===== src/sv/snfc_pkg.sv =====
package snfc_pkg;

   localparam int PAGE_BYTES   = 256;
   localparam int SECTOR_BYTES = 4096;
   localparam int BUF_BYTES    = 256;
   localparam int BUF_AW       = $clog2(BUF_BYTES);
   localparam int PAGE_AW      = $clog2(PAGE_BYTES);
   localparam int SECTOR_AW    = $clog2(SECTOR_BYTES);

   localparam int ADDR_W  = 24;
   localparam int LEN_W   = 16;
   localparam int POS_W   = 17;
   localparam int LIMIT_W = 16;

   localparam int FQ_DEPTH = 4;
   localparam int FQ_AW    = $clog2(FQ_DEPTH);
   localparam int OQ_DEPTH = 8;
   localparam int OQ_AW    = $clog2(OQ_DEPTH);
   localparam int OQ_CW    = OQ_AW + 1;

   // request opcodes
   localparam logic [2:0] OPC_LOAD  = 3'd0;
   localparam logic [2:0] OPC_ID    = 3'd1;
   localparam logic [2:0] OPC_READ  = 3'd2;
   localparam logic [2:0] OPC_ERASE = 3'd3;
   localparam logic [2:0] OPC_PROG  = 3'd4;
   localparam logic [2:0] OPC_SPI   = 3'd5;

   // response kinds
   localparam logic [1:0] KIND_TX   = 2'd0;
   localparam logic [1:0] KIND_DATA = 2'd1;
   localparam logic [1:0] KIND_DONE = 2'd2;

   // completion status
   localparam logic [2:0] ST_OK      = 3'd0;
   localparam logic [2:0] ST_TIMEOUT = 3'd1;
   localparam logic [2:0] ST_SPI_ERR = 3'd2;
   localparam logic [2:0] ST_ALIGN   = 3'd3;
   localparam logic [2:0] ST_ARG     = 3'd4;

   localparam logic [1:0] SPI_OK      = 2'd0;
   localparam logic [1:0] SPI_TIMEOUT = 2'd1;

   // flash command bytes
   localparam logic [7:0] FL_READ_ID   = 8'h9F;
   localparam logic [7:0] FL_FAST_READ = 8'h0B;
   localparam logic [7:0] FL_WREN      = 8'h06;
   localparam logic [7:0] FL_SE        = 8'h20;
   localparam logic [7:0] FL_PP        = 8'h02;
   localparam logic [7:0] FL_RDSR1     = 8'h05;
   localparam logic [7:0] FL_DUMMY     = 8'h00;
   localparam logic [7:0] FL_FILL      = 8'hFF;

   localparam logic       CSR_ERASE_LIMIT = 1'b0;
   localparam logic       CSR_PROG_LIMIT  = 1'b1;
   localparam logic [LIMIT_W-1:0] ERASE_LIMIT_RST = 16'd1000;
   localparam logic [LIMIT_W-1:0] PROG_LIMIT_RST  = 16'd20;

   typedef enum logic [2:0] {
      IK_LOAD  = 3'd0,
      IK_ID    = 3'd1,
      IK_READ  = 3'd2,
      IK_ERASE = 3'd3,
      IK_PROG  = 3'd4,
      IK_SPI   = 3'd5
   } item_kind_type;

   typedef struct packed {
      item_kind_type     kind;
      logic [ADDR_W-1:0] address;
      logic [LEN_W-1:0]  length;
      logic [7:0]        data_byte;
      logic [1:0]        spi_status;
      logic              arg_bad;
   } item_type;

   typedef struct packed {
      logic [1:0] kind;
      logic [7:0] byte_value;
      logic       frame_end;
      logic [2:0] status;
      logic       last;
   } result_type;

   typedef enum logic [8:0] {
      PH_IDLE       = 9'b000000001,
      PH_ID         = 9'b000000010,
      PH_READ       = 9'b000000100,
      PH_WE_ERASE   = 9'b000001000,
      PH_ERASE      = 9'b000010000,
      PH_WE_PROG    = 9'b000100000,
      PH_PROG       = 9'b001000000,
      PH_POLL_ERASE = 9'b010000000,
      PH_POLL_PROG  = 9'b100000000
   } phase_type;

endpackage


===== src/sv/snfc_front.sv =====
module snfc_front (
   input  logic                         clock,
   input  logic                         reset,
   input  logic                         push,
   output logic                         full,
   input  logic [2:0]                   opcode,
   input  logic [snfc_pkg::ADDR_W-1:0]  address,
   input  logic [snfc_pkg::LEN_W-1:0]   length,
   input  logic [7:0]                   data_byte,
   input  logic [1:0]                   spi_status,
   output logic                         q_valid,
   output snfc_pkg::item_type           q_item,
   input  logic                         q_pop
);

   snfc_pkg::item_type           fifo_ff [snfc_pkg::FQ_DEPTH];
   snfc_pkg::item_type           item;
   logic                         keep;
   logic                         wr;
   logic [snfc_pkg::FQ_AW-1:0]   wr_ptr_ff, wr_ptr_in;
   logic [snfc_pkg::FQ_AW-1:0]   rd_ptr_ff, rd_ptr_in;
   logic [snfc_pkg::FQ_AW:0]     count_ff, count_in;

   // classify the request; unknown opcodes are dropped here
   always_comb begin
      keep = 1'b1;
      item.kind = snfc_pkg::IK_LOAD;
      item.address = address;
      item.length = length;
      item.data_byte = data_byte;
      item.spi_status = spi_status;
      item.arg_bad = 1'b0;
      case (opcode)
         snfc_pkg::OPC_LOAD: item.kind = snfc_pkg::IK_LOAD;
         snfc_pkg::OPC_ID: item.kind = snfc_pkg::IK_ID;
         snfc_pkg::OPC_READ: begin
            item.kind = snfc_pkg::IK_READ;
            item.arg_bad = (length == '0);
         end
         snfc_pkg::OPC_ERASE: begin
            item.kind = snfc_pkg::IK_ERASE;
            item.address = {address[snfc_pkg::ADDR_W-1:snfc_pkg::SECTOR_AW],
                            {snfc_pkg::SECTOR_AW{1'b0}}};
         end
         snfc_pkg::OPC_PROG: begin
            item.kind = snfc_pkg::IK_PROG;
            item.arg_bad = (address[snfc_pkg::PAGE_AW-1:0] != '0) || (length == '0) ||
                           ({1'b0, length} > (snfc_pkg::LEN_W+1)'(snfc_pkg::PAGE_BYTES));
         end
         snfc_pkg::OPC_SPI: item.kind = snfc_pkg::IK_SPI;
         default: keep = 1'b0;
      endcase
   end

   assign full    = (count_ff == (snfc_pkg::FQ_AW+1)'(snfc_pkg::FQ_DEPTH));
   assign wr      = push && !full && keep;
   assign q_valid = (count_ff != '0);
   assign q_item  = fifo_ff[rd_ptr_ff];

   always_comb begin
      wr_ptr_in = wr_ptr_ff + (snfc_pkg::FQ_AW)'(wr);
      rd_ptr_in = rd_ptr_ff + (snfc_pkg::FQ_AW)'(q_pop && q_valid);
      count_in  = count_ff + (snfc_pkg::FQ_AW+1)'(wr) - (snfc_pkg::FQ_AW+1)'(q_pop && q_valid);
   end

   always_ff @(posedge clock) begin
      if (reset) begin
         wr_ptr_ff <= '0;
         rd_ptr_ff <= '0;
         count_ff  <= '0;
      end else begin
         wr_ptr_ff <= wr_ptr_in;
         rd_ptr_ff <= rd_ptr_in;
         count_ff  <= count_in;
      end
   end

   always_ff @(posedge clock) begin
      if (wr) begin
         fifo_ff[wr_ptr_ff] <= item;
      end
   end

endmodule


===== src/sv/snfc_back.sv =====
module snfc_back (
   input  logic                          clock,
   input  logic                          reset,
   input  logic                          csr_we,
   input  logic                          csr_index,
   input  logic [snfc_pkg::LIMIT_W-1:0]  csr_wdata,
   input  logic                          in_valid,
   input  snfc_pkg::item_type            in_item,
   output logic                          in_pop,
   input  logic [snfc_pkg::OQ_CW-1:0]    oq_count,
   output logic [1:0]                    wr_n,
   output snfc_pkg::result_type          wr_r0,
   output snfc_pkg::result_type          wr_r1
);

   snfc_pkg::phase_type             phase_ff, phase_in;
   logic [snfc_pkg::POS_W-1:0]      pos_ff, pos_in;
   logic [snfc_pkg::LEN_W-1:0]      len_ff, len_in;
   logic [snfc_pkg::ADDR_W-1:0]     addr_ff, addr_in;
   logic [snfc_pkg::LIMIT_W-1:0]    polls_ff, polls_in, polls_inc;
   logic [snfc_pkg::LIMIT_W-1:0]    erase_limit_ff, prog_limit_ff, cur_limit;

   logic [7:0]                      page_mem [snfc_pkg::BUF_BYTES];
   logic [7:0]                      mem_q_ff;
   logic [snfc_pkg::BUF_AW-1:0]     mem_idx;
   logic                            mem_we;

   logic                            s2_valid_ff;
   logic [1:0]                      s2_n_ff;
   snfc_pkg::result_type            s2_r0_ff, s2_r1_ff;
   logic                            s2_use_mem_ff;

   logic                            fire, idle, space_ok;
   logic [snfc_pkg::OQ_CW+1:0]      need;
   logic                            emit_data, do_send, do_finish, use_mem;
   logic [2:0]                      fin_status;
   logic [snfc_pkg::POS_W-1:0]      send_p, pos_next, flen_cur, flen_new;
   logic [7:0]                      tx;
   snfc_pkg::result_type            fin_r, data_r, r0, r1;
   logic [1:0]                      n;

   function automatic logic [snfc_pkg::POS_W-1:0] frame_len(
      input snfc_pkg::phase_type ph, input logic [snfc_pkg::LEN_W-1:0] len);
      logic [snfc_pkg::POS_W-1:0] r;
      case (ph)
         snfc_pkg::PH_ID:         r = 17'd4;
         snfc_pkg::PH_READ:       r = 17'd5 + {1'b0, len};
         snfc_pkg::PH_ERASE:      r = 17'd4;
         snfc_pkg::PH_PROG:       r = 17'd4 + {1'b0, len};
         snfc_pkg::PH_POLL_ERASE: r = 17'd2;
         snfc_pkg::PH_POLL_PROG:  r = 17'd2;
         default:                 r = 17'd1;
      endcase
      return r;
   endfunction

   function automatic logic [7:0] addr_byte(
      input logic [snfc_pkg::ADDR_W-1:0] a, input logic [snfc_pkg::POS_W-1:0] p);
      logic [7:0] r;
      case (p[1:0])
         2'd1:    r = a[23:16];
         2'd2:    r = a[15:8];
         default: r = a[7:0];
      endcase
      return r;
   endfunction

   assign idle      = (phase_ff == snfc_pkg::PH_IDLE);
   assign need      = (snfc_pkg::OQ_CW+2)'(oq_count) + (snfc_pkg::OQ_CW+2)'(s2_valid_ff ? s2_n_ff : 2'd0)
                      + (snfc_pkg::OQ_CW+2)'(2);
   assign space_ok  = (need <= (snfc_pkg::OQ_CW+2)'(snfc_pkg::OQ_DEPTH));
   assign fire      = in_valid && space_ok;
   assign in_pop    = fire;
   assign polls_inc = polls_ff + 1'b1;
   assign pos_next  = pos_ff + 1'b1;
   assign flen_cur  = frame_len(phase_ff, len_ff);
   assign cur_limit = (phase_ff == snfc_pkg::PH_POLL_ERASE) ? erase_limit_ff : prog_limit_ff;

   // sequencer decision for one transaction
   always_comb begin
      phase_in   = phase_ff;
      pos_in     = pos_ff;
      len_in     = len_ff;
      addr_in    = addr_ff;
      polls_in   = polls_ff;
      emit_data  = 1'b0;
      do_send    = 1'b0;
      do_finish  = 1'b0;
      fin_status = snfc_pkg::ST_OK;
      send_p     = '0;
      mem_we     = 1'b0;
      if (fire) begin
         case (in_item.kind)
            snfc_pkg::IK_LOAD: mem_we = 1'b1;
            snfc_pkg::IK_ID: begin
               if (idle) begin
                  phase_in = snfc_pkg::PH_ID;
                  len_in   = '0;
                  do_send  = 1'b1;
               end
            end
            snfc_pkg::IK_READ: begin
               if (idle) begin
                  if (in_item.arg_bad) begin
                     do_finish  = 1'b1;
                     fin_status = snfc_pkg::ST_ARG;
                  end else begin
                     phase_in = snfc_pkg::PH_READ;
                     addr_in  = in_item.address;
                     len_in   = in_item.length;
                     do_send  = 1'b1;
                  end
               end
            end
            snfc_pkg::IK_ERASE: begin
               if (idle) begin
                  phase_in = snfc_pkg::PH_WE_ERASE;
                  addr_in  = in_item.address;
                  do_send  = 1'b1;
               end
            end
            snfc_pkg::IK_PROG: begin
               if (idle) begin
                  if (in_item.arg_bad) begin
                     do_finish  = 1'b1;
                     fin_status = snfc_pkg::ST_ALIGN;
                  end else begin
                     phase_in = snfc_pkg::PH_WE_PROG;
                     addr_in  = in_item.address;
                     len_in   = in_item.length;
                     do_send  = 1'b1;
                  end
               end
            end
            snfc_pkg::IK_SPI: begin
               if (!idle) begin
                  if (in_item.spi_status != snfc_pkg::SPI_OK) begin
                     do_finish  = 1'b1;
                     fin_status = (in_item.spi_status == snfc_pkg::SPI_TIMEOUT) ?
                                  snfc_pkg::ST_TIMEOUT : snfc_pkg::ST_SPI_ERR;
                  end else begin
                     emit_data = ((phase_ff == snfc_pkg::PH_ID) && (pos_ff >= 17'd1)) ||
                                 ((phase_ff == snfc_pkg::PH_READ) && (pos_ff >= 17'd5));
                     if (((phase_ff == snfc_pkg::PH_POLL_ERASE) ||
                          (phase_ff == snfc_pkg::PH_POLL_PROG)) && (pos_ff == 17'd1)) begin
                        // status byte of a poll frame: bit 0 is busy
                        if (!in_item.data_byte[0]) begin
                           do_finish = 1'b1;
                        end else begin
                           polls_in = polls_inc;
                           if (polls_inc >= cur_limit) begin
                              do_finish  = 1'b1;
                              fin_status = snfc_pkg::ST_TIMEOUT;
                           end else begin
                              do_send = 1'b1;
                           end
                        end
                     end else if (pos_next < flen_cur) begin
                        do_send = 1'b1;
                        send_p  = pos_next;
                     end else begin
                        case (phase_ff)
                           snfc_pkg::PH_WE_ERASE: begin
                              phase_in = snfc_pkg::PH_ERASE;
                              do_send  = 1'b1;
                           end
                           snfc_pkg::PH_WE_PROG: begin
                              phase_in = snfc_pkg::PH_PROG;
                              do_send  = 1'b1;
                           end
                           snfc_pkg::PH_ERASE: begin
                              if (erase_limit_ff == '0) begin
                                 do_finish  = 1'b1;
                                 fin_status = snfc_pkg::ST_TIMEOUT;
                              end else begin
                                 phase_in = snfc_pkg::PH_POLL_ERASE;
                                 polls_in = '0;
                                 do_send  = 1'b1;
                              end
                           end
                           snfc_pkg::PH_PROG: begin
                              if (prog_limit_ff == '0) begin
                                 do_finish  = 1'b1;
                                 fin_status = snfc_pkg::ST_TIMEOUT;
                              end else begin
                                 phase_in = snfc_pkg::PH_POLL_PROG;
                                 polls_in = '0;
                                 do_send  = 1'b1;
                              end
                           end
                           default: do_finish = 1'b1;
                        endcase
                     end
                  end
               end
            end
            default: ;
         endcase
      end
      if (do_finish) begin
         phase_in = snfc_pkg::PH_IDLE;
         pos_in   = '0;
      end
      if (do_send) begin
         pos_in = send_p;
      end
   end

   // transmit byte for the position being sent
   always_comb begin
      use_mem = 1'b0;
      mem_idx = addr_in[snfc_pkg::BUF_AW-1:0] + send_p[snfc_pkg::BUF_AW-1:0]
                - (snfc_pkg::BUF_AW)'(4);
      flen_new = frame_len(phase_in, len_in);
      case (phase_in)
         snfc_pkg::PH_ID: tx = (send_p == '0) ? snfc_pkg::FL_READ_ID : snfc_pkg::FL_DUMMY;
         snfc_pkg::PH_READ: begin
            if (send_p == '0)            tx = snfc_pkg::FL_FAST_READ;
            else if (send_p <= 17'd3)    tx = addr_byte(addr_in, send_p);
            else if (send_p == 17'd4)    tx = snfc_pkg::FL_DUMMY;
            else                         tx = snfc_pkg::FL_FILL;
         end
         snfc_pkg::PH_WE_ERASE: tx = snfc_pkg::FL_WREN;
         snfc_pkg::PH_WE_PROG:  tx = snfc_pkg::FL_WREN;
         snfc_pkg::PH_ERASE: tx = (send_p == '0) ? snfc_pkg::FL_SE : addr_byte(addr_in, send_p);
         snfc_pkg::PH_PROG: begin
            if (send_p == '0)            tx = snfc_pkg::FL_PP;
            else if (send_p <= 17'd3)    tx = addr_byte(addr_in, send_p);
            else begin
               tx      = '0;
               use_mem = do_send;
            end
         end
         snfc_pkg::PH_POLL_ERASE: tx = (send_p == '0) ? snfc_pkg::FL_RDSR1 : snfc_pkg::FL_DUMMY;
         snfc_pkg::PH_POLL_PROG:  tx = (send_p == '0) ? snfc_pkg::FL_RDSR1 : snfc_pkg::FL_DUMMY;
         default: tx = '0;
      endcase
   end

   always_comb begin
      data_r.kind       = snfc_pkg::KIND_DATA;
      data_r.byte_value = in_item.data_byte;
      data_r.frame_end  = 1'b0;
      data_r.status     = snfc_pkg::ST_OK;
      data_r.last       = !(do_send || do_finish);
      if (do_finish) begin
         fin_r.kind       = snfc_pkg::KIND_DONE;
         fin_r.byte_value = '0;
         fin_r.frame_end  = 1'b1;
         fin_r.status     = fin_status;
      end else begin
         fin_r.kind       = snfc_pkg::KIND_TX;
         fin_r.byte_value = tx;
         fin_r.frame_end  = (send_p + 1'b1 == flen_new);
         fin_r.status     = snfc_pkg::ST_OK;
      end
      fin_r.last = 1'b1;
      if (emit_data) begin
         r0 = data_r;
         r1 = fin_r;
         n  = 2'd1 + 2'(do_send || do_finish);
      end else begin
         r0 = fin_r;
         r1 = fin_r;
         n  = 2'(do_send || do_finish);
      end
   end

   always_ff @(posedge clock) begin
      if (reset) begin
         phase_ff       <= snfc_pkg::PH_IDLE;
         pos_ff         <= '0;
         len_ff         <= '0;
         addr_ff        <= '0;
         polls_ff       <= '0;
         erase_limit_ff <= snfc_pkg::ERASE_LIMIT_RST;
         prog_limit_ff  <= snfc_pkg::PROG_LIMIT_RST;
         s2_valid_ff    <= 1'b0;
      end else begin
         phase_ff    <= phase_in;
         pos_ff      <= pos_in;
         len_ff      <= len_in;
         addr_ff     <= addr_in;
         polls_ff    <= polls_in;
         s2_valid_ff <= fire && (n != 2'd0);
         if (csr_we && (csr_index == snfc_pkg::CSR_ERASE_LIMIT)) begin
            erase_limit_ff <= csr_wdata;
         end
         if (csr_we && (csr_index == snfc_pkg::CSR_PROG_LIMIT)) begin
            prog_limit_ff <= csr_wdata;
         end
      end
   end

   always_ff @(posedge clock) begin
      s2_n_ff       <= n;
      s2_r0_ff      <= r0;
      s2_r1_ff      <= r1;
      s2_use_mem_ff <= use_mem && fire;
   end

   // page buffer, registered read
   always_ff @(posedge clock) begin
      if (mem_we) begin
         page_mem[in_item.address[snfc_pkg::BUF_AW-1:0]] <= in_item.data_byte;
      end
      mem_q_ff <= page_mem[mem_idx];
   end

   always_comb begin
      wr_n  = s2_valid_ff ? s2_n_ff : 2'd0;
      wr_r0 = s2_r0_ff;
      wr_r1 = s2_r1_ff;
      if (s2_use_mem_ff) begin
         wr_r0.byte_value = mem_q_ff;
      end
   end

   a_s2_nonempty: assert property (@(posedge clock) disable iff (reset)
      s2_valid_ff |-> (s2_n_ff != 2'd0))
      else $error("stage 2 holds a transaction with no results");

   a_mem_single_tx: assert property (@(posedge clock) disable iff (reset)
      s2_use_mem_ff |-> (s2_valid_ff && (s2_n_ff == 2'd1) && (s2_r0_ff.kind == snfc_pkg::KIND_TX)))
      else $error("page byte substituted into a result that is not a lone transmit");

   a_prog_len: assert property (@(posedge clock) disable iff (reset)
      (phase_ff == snfc_pkg::PH_PROG) |->
         ((len_ff != '0) && ({1'b0, len_ff} <= (snfc_pkg::LEN_W+1)'(snfc_pkg::PAGE_BYTES))))
      else $error("program length outside page");

endmodule


===== src/sv/snfc_outq.sv =====
module snfc_outq (
   input  logic                        clock,
   input  logic                        reset,
   input  logic [1:0]                  wr_n,
   input  snfc_pkg::result_type        wr_r0,
   input  snfc_pkg::result_type        wr_r1,
   output logic [snfc_pkg::OQ_CW-1:0]  count,
   output logic                        empty,
   input  logic                        pop,
   output snfc_pkg::result_type        head
);

   snfc_pkg::result_type           fifo_ff [snfc_pkg::OQ_DEPTH];
   logic [snfc_pkg::OQ_AW-1:0]     wr_ptr_ff, rd_ptr_ff;
   logic [snfc_pkg::OQ_AW-1:0]     wr_ptr1;
   logic [snfc_pkg::OQ_CW-1:0]     count_ff, count_in;
   logic                           rd;

   assign empty   = (count_ff == '0);
   assign count   = count_ff;
   assign head    = fifo_ff[rd_ptr_ff];
   assign rd      = pop && !empty;
   assign wr_ptr1 = wr_ptr_ff + 1'b1;
   assign count_in = count_ff + (snfc_pkg::OQ_CW)'(wr_n) - (snfc_pkg::OQ_CW)'(rd);

   always_ff @(posedge clock) begin
      if (reset) begin
         wr_ptr_ff <= '0;
         rd_ptr_ff <= '0;
         count_ff  <= '0;
      end else begin
         wr_ptr_ff <= wr_ptr_ff + (snfc_pkg::OQ_AW)'(wr_n);
         rd_ptr_ff <= rd_ptr_ff + (snfc_pkg::OQ_AW)'(rd);
         count_ff  <= count_in;
      end
   end

   always_ff @(posedge clock) begin
      if (wr_n != 2'd0) begin
         fifo_ff[wr_ptr_ff] <= wr_r0;
      end
      if (wr_n == 2'd2) begin
         fifo_ff[wr_ptr1] <= wr_r1;
      end
   end

   a_no_overflow: assert property (@(posedge clock) disable iff (reset)
      count_ff <= (snfc_pkg::OQ_CW)'(snfc_pkg::OQ_DEPTH))
      else $error("result queue overflow");

endmodule


===== src/sv/spi_nor_flash_command_sequencer_top.sv =====
// path: a request waits in the request queue, its results are registered in the result stage
//   (the page buffer read is registered alongside) and then written to the response queue
// throughput: one transaction per cycle, as long as the response queue has room for the
//   staged results plus two more; otherwise the request queue fills and full goes high
// reset: synchronous, active high; clears both queues, the command phase, counters and
//   restores the poll limits to 1000 (erase) and 20 (program); the page buffer is not cleared
module spi_nor_flash_command_sequencer_top (
   input  logic                          clock,
   input  logic                          reset,
   input  logic                          push,
   output logic                          full,
   input  logic [2:0]                    req_opcode,
   input  logic [snfc_pkg::ADDR_W-1:0]   req_address,
   input  logic [snfc_pkg::LEN_W-1:0]    req_length,
   input  logic [7:0]                    req_data_byte,
   input  logic [1:0]                    req_spi_status,
   output logic                          empty,
   input  logic                          pop,
   output logic [1:0]                    rsp_kind,
   output logic [7:0]                    rsp_byte_value,
   output logic                          rsp_frame_end,
   output logic [2:0]                    rsp_status,
   output logic                          rsp_last,
   input  logic                          csr_we,
   input  logic                          csr_index,
   input  logic [snfc_pkg::LIMIT_W-1:0]  csr_wdata
);

   logic                           q_valid, q_pop;
   snfc_pkg::item_type             q_item;
   logic [snfc_pkg::OQ_CW-1:0]     oq_count;
   logic [1:0]                     wr_n;
   snfc_pkg::result_type           wr_r0, wr_r1, head;

   snfc_front u_front (
      .clock      (clock),
      .reset      (reset),
      .push       (push),
      .full       (full),
      .opcode     (req_opcode),
      .address    (req_address),
      .length     (req_length),
      .data_byte  (req_data_byte),
      .spi_status (req_spi_status),
      .q_valid    (q_valid),
      .q_item     (q_item),
      .q_pop      (q_pop)
   );

   snfc_back u_back (
      .clock     (clock),
      .reset     (reset),
      .csr_we    (csr_we),
      .csr_index (csr_index),
      .csr_wdata (csr_wdata),
      .in_valid  (q_valid),
      .in_item   (q_item),
      .in_pop    (q_pop),
      .oq_count  (oq_count),
      .wr_n      (wr_n),
      .wr_r0     (wr_r0),
      .wr_r1     (wr_r1)
   );

   snfc_outq u_outq (
      .clock (clock),
      .reset (reset),
      .wr_n  (wr_n),
      .wr_r0 (wr_r0),
      .wr_r1 (wr_r1),
      .count (oq_count),
      .empty (empty),
      .pop   (pop),
      .head  (head)
   );

   assign rsp_kind       = head.kind;
   assign rsp_byte_value = head.byte_value;
   assign rsp_frame_end  = head.frame_end;
   assign rsp_status     = head.status;
   assign rsp_last       = head.last;

endmodule


===== config.mk =====
export PLATFORM = sky130hd
export DESIGN_NAME = spi_nor_flash_command_sequencer_top
export DESIGN_NICKNAME = d
export VERILOG_FILES = /design/src/sv/snfc_pkg.sv /design/src/sv/snfc_front.sv /design/src/sv/snfc_back.sv /design/src/sv/snfc_outq.sv /design/src/sv/spi_nor_flash_command_sequencer_top.sv
export SDC_FILE = /design/constraint.sdc
export NUM_CORES = 2
export LEC_CHECK = 0
export ABC_AREA = 1
export BUFFER_PORTS_ARGS = -buffer_cell sky130_fd_sc_hd__buf_4
export CAP_MARGIN = 20
export CORE_MARGIN = 8
export CORE_UTILIZATION = 40
export DETAILED_ROUTE_END_ITERATION = 12
export GPL_ROUTABILITY_DRIVEN = 0
export PLACE_DENSITY_LB_ADDON = 0.2
export RECOVER_POWER = 100
export SLEW_MARGIN = 20
export SYNTH_ARGS = -nofsm -noshare
export SYNTH_HDL_FRONTEND = slang
export SYNTH_SLANG_ARGS = --single-unit

===== constraint.sdc =====
create_clock -name clock -period 14.9 [get_ports clock]
set_input_delay 2.235 -clock clock [delete_from_list [all_inputs] [get_ports clock]]
set_output_delay 2.235 -clock clock [all_outputs]
set_load 0.03 [all_outputs]

# After elaboration in Yosys (flattened, before gate mapping)
# Memory sizes are Yosys's and may differ from the RTL's. A register that Yosys moved wholly into a read port is not among the register bits.
# Cells that the tools add are included.
[word_totals] reg_bits=164 mem_bits_rw=2384 in_bits=75 output_inout_bits=17 elab_cells=267 n_memories=3
[op_classes] addsub=21 magnitude_cmp=7 eq_ne=39 mux=125 bitwise=3 reduce_logical=44
[mem_list] name="u_back.page_mem" depth=256 width=8 read_ports=1 rd_clocked_by_memory_dff=1 wr=1 line_no="snfc_back.sv:23" source="logic [7:0] page_mem [snfc_pkg::BUF_BYTES];"
[mem_list] name="u_front.fifo_ff" depth=4 width=54 read_ports=1 rd_clocked_by_memory_dff=1 wr=1 line_no="snfc_front.sv:16" source="snfc_pkg::item_type fifo_ff [snfc_pkg::FQ_DEPTH];"
[mem_list] name="u_outq.fifo_ff" depth=8 width=15 read_ports=1 rd_clocked_by_memory_dff=1 wr=2 line_no="snfc_outq.sv:13" source="snfc_pkg::result_type fifo_ff [snfc_pkg::OQ_DEPTH];"
[op_table] cell="$mux W16" count=10
[op_table] cell="$mux W17" count=8
[op_table] cell="$pmux W17 S4" count=2
[op_table] cell="$mux W9" count=14
[op_table] cell="$mux W24" count=4
[op_table] cell="$add A3 B16 Y17 const A" count=4
[op_table] cell="$mux W8" count=8
[op_table] cell="$pmux W16 S2" count=2
[op_table] cell="$logic_not A16 Y1" count=3
[op_table] cell="$pmux W24 S2" count=1
[op_table] cell="$pmux W8 S6" count=1
[op_table] cell="$pmux W9 S5" count=1
[op_table] cell="$mux W1" count=44
[op_table] cell="$pmux W9 S4" count=1
[op_table] cell="$add A17 B1 Y17 const B" count=2
[op_table] cell="$mux W3" count=11
[op_table] cell="$eq A9 B2 Y1 const B" count=2
[op_table] cell="$eq A9 B3 Y1 const B" count=2
[op_table] cell="$eq A9 B4 Y1 const B" count=2
[op_table] cell="$eq A9 B5 Y1 const B" count=2
[op_table] cell="$eq A9 B6 Y1 const B" count=2
[op_table] cell="$eq A9 B7 Y1 const B" count=2
[op_table] cell="$eq A9 B8 Y1 const B" count=2
[op_table] cell="$eq A9 B9 Y1 const B" count=2
[op_table] cell="54 further kinds" count=107

# Longest topological paths before layout
[depth] word_depth=17 depth_mapped=38 mapped_depth_nobuf=37

# Hierarchy
# Synthesis repeated with hierarchy kept, for this count alone.
[unflattened] cells_unflattened=9858 area_unflattened_um2=109386.2
[by_module_without_submodules] mod="snfc_back" instances=1 cells_per_inst=8174 area_per_inst_um2=92807.8 seq_area_each_um2=64581.9
[by_module_without_submodules] mod="snfc_front" instances=1 cells_per_inst=630 area_per_inst_um2=8590.7 seq_area_each_um2=6626.4
[by_module_without_submodules] mod="snfc_outq" instances=1 cells_per_inst=1054 area_per_inst_um2=7987.7 seq_area_each_um2=3803.6

# Worst setup path before layout
# No wires, ideal clock.
[synth_path] kind="register to register" startpoint="reg u_front.rd_ptr_ff[0] (netlist name)" endpoint="mem u_back.page_mem[0][4], data pin" setup_ns=1.593 arrival_time_ns=8.956 required_time_ns=13.307 setup_slack_ns=4.351 path_stages_with_launch=10 n_path_buf=7 synth_period_minus_slack_ns=10.549 cell_sequence="dfxtp_1 > buf_6 > buf_6 > buf_2 > buf_1 > buf_1 > clkbuf_1 > clkbuf_1 > nor2_1 > o22ai_1"
[synth_rtl] item="end, declared" line_no="snfc_back.sv:23"

==> flow_summary.ini <==
[status]
status = complete, but fails checks
failed_checks = max-capacitance violations, max-slew violations

[timing]
final_max_slew_viol_count = 2227
clock_skew_ns = 0.0840
rsz0062_at_grt = false
hold_viol = 0
fmax_mhz = 83.6
setup-tns-final_ns = 0
fin_crit_ns = 11.96
setup_viol = 0
slew_headroom = -5.46
fin_crit_sh = 0.802
hold_ws_ns = 0.466
worstMarginPinSlew_ns = 9.69

[setup_path]
startpoint_type = flip-flop
critical_path_required_ns = 15.36
crit_fanout = 55
crit_arrival_ns = 12.41
crit_type = reg2reg
cp-end-kind = flip-flop

[synth]
avgSynthCellArea_sq_um = 11.5
syn-num-nets = 9465
yosys.area.top_type = edfxtp_1
synth_common_cells = edfxtp_1, nor2_1, o21ai_0, o22ai_1, nand2_1
synth_top_area_share = 0.665
ys_types = 72
yosys_warnings = 0
synth_area_sq_mm = 0.107
synth_flop_cell = edfxtp_1
async_flop_share = 0
ys_seq_elements = 2555
yosysMostFrequentCell = edfxtp_1
synth_edf_count = 2376
yosysSeqAreaShare = 0.698
synth_cells = 9308
synth_area_leaders = edfxtp_1, nor2_1, o21ai_0, o22ai_1, dfxtp_1

[global_route]
grt_pass1_wl_microns = 476000
grt_usage = 0.218
grt_pass1_vias = 70419
grt_max_degree = 201
grt_antenna_before_repair = 20
gr-total-overflow = 0

[clocking]
tritoncts = yes
htree_levels = 5
cts_made_buffers = 282
cts.hold.buffers_added = 0
cts_resized = 0
cts_root_buf = clkbuf_16
clk_pin_slew_ns = 0.06
insertion_delay_ns = 0.88
clock_sinks = 2555
cts_buffer_depth = 4
post_cts_buffers = 0

[finish]
fin_util = 0.449
drive_gt1_frac = 0.0684
layout.nets = 9368
syn_to_final_growth_pct = 11.8

[floorplanning]
placeableCoreArea_sq_mm = 0.267
die_h_microns = 534
dieWidth_microns = 534
start_util = 0.401
num_io_pins = 92
die_area_sq_mm = 0.285
rows = 190

[power_and_ir_drop]
ir_drop_v = 0.000218
swShare = 0.356
seq_power_share = 0.416
pwr-share-comb = 0.277
clkPwrFrac = 0.307
p_switching_uw = 8020
power.leakage_uw = 0.0397
p_per_area_mw_per_mm2 = 188
p_int_uw = 14500

[min_path]
hold_class = reg2reg

[drt]
route.detailed.drc = 0
totalWireLength_microns = 325000
drt_first_pass_iters = 8
dr_total_vias = 74521
wl_per_cell_microns = 25.0
via_per_inst = 5.74
drtIter0Drc = 8733
ant_nets = 0

[job]
drv_cap = 38

[placed_design]
portBuffers = 91
dp.final_hpwl_microns = 188000
[registers in the layout, summed over array words and instances (netlist names), 17 cells and up]
signal,flops
u_front.fifo_ff,216
u_back.pos_ff,17
u_outq.fifo_ff,120
u_back.addr_ff,24
u_back.page_mem,2048
[power by group through the flow]
stage | Sequential [uW] | Combinational [uW] | Clock (uW)
final | 9370 | 6250 | 6930
after global routing | 9390 | 6640 | 7310
after CTS | 9110 | 6300 | 7040
after detailed placement | 9260 | 6290 | 0
after global placement | 9260 | 6240 | 0
after floorplan | 9660 | 3370 | 0
[logic make-up after synthesis]
logic type	after synthesis	synth area share
mux	10	0.000944
simple gates	3075	0.116
compound gates	2552	0.135
buf+inv	970	0.0347
xor+xnor	64	0.00522
flops	2555	0.698
fa+ha+maj	82	0.00991
[through the flow]
step	std cells	cell area, sq um	setup WS, ns	power (uW)
after floorplan	9308	107000	4.35	13000
after global placement	12478	112000	5.34	15500
after detailed placement	12478	112000	5.34	15600
after CTS	12971	121000	5.32	22500
after global routing	12974	120000	2.43	23300
final	12976	120000	2.94	22500
[critical path, cell delays in order (launching register included)]
cell	delay [ns]
dfxtp_4	0.75
clkinvlp_2	1.65
clkbuf_1	1.25
nand2_1	0.31
nand3_2	0.08
nand2_1	0.26
inv_1	0.11
nor4_1	0.30
clkbuf_1	2.49
nand3_1	2.67
buf_4	0.86
nor2_1	0.75
[final timing paths]
| kind | start | to | slack, ns | cells past startpoint |
|---|---|---|---|---|
| worst max-delay path | u_front.rd_ptr_ff[0] | u_back.page_mem[139][1] | 2.94 | 11 |
| worst max register to register | u_front.rd_ptr_ff[0] | u_back.page_mem[139][1] | 2.94 | 11 |
| worst min-delay path | u_outq.fifo_ff[1][0] | u_outq.fifo_ff[1][0] | 0.47 | 2 |
| worst min register to register | u_outq.fifo_ff[1][0] | u_outq.fifo_ff[1][0] | 0.47 | 2 |
[routing by layer]
layer	part of all wire	GRT usage	wire [microns]	vias up
met4	0.028	0.0629	9230	4
met5	0.000083	0	27	-
met3	0.087	0.0402	28400	514
li1	-	-	-	33600
met2	0.45	0.334	145000	3240
met1	0.44	0.318	142000	37163
[cells in the final DEF, fill, tap and decap left out, drive strengths merged, types with 51 or more instances in the layout]
cell | Yosys | final
nor3 | 54 | 54
buf | 54 | 109
edfxtp | 2376 | 2376
ha | 77 | 77
xor2 | 51 | 51
nand3 | 125 | 125
a21oi | 114 | 114
o21ai | 1526 | 1526
nand4 | 62 | 62
clkbuf | 524 | 436
inv | 378 | 384
clkinv | 14 | 115
nor2 | 2172 | 2172
dfxtp | 179 | 179
o22ai | 691 | 691
nand2 | 616 | 616
o32ai | 74 | 74
[layout make-up]
| cell class | instances | area (sq um) |
|---|---|---|
| timing repair buffer | 197 | 1290 |
| tap | 3552 | 4440 |
| clock buffer | 348 | 7580 |
| inverter | 392 | 1510 |
| multi-input combinational | 5783 | 28700 |
| fill | 24558 | 147000 |
| sequential | 2555 | 74900 |
| antenna | 4 | 10.0 |
| clock inverter | 145 | 1500 |
Power figures use the tool's default switching activity.
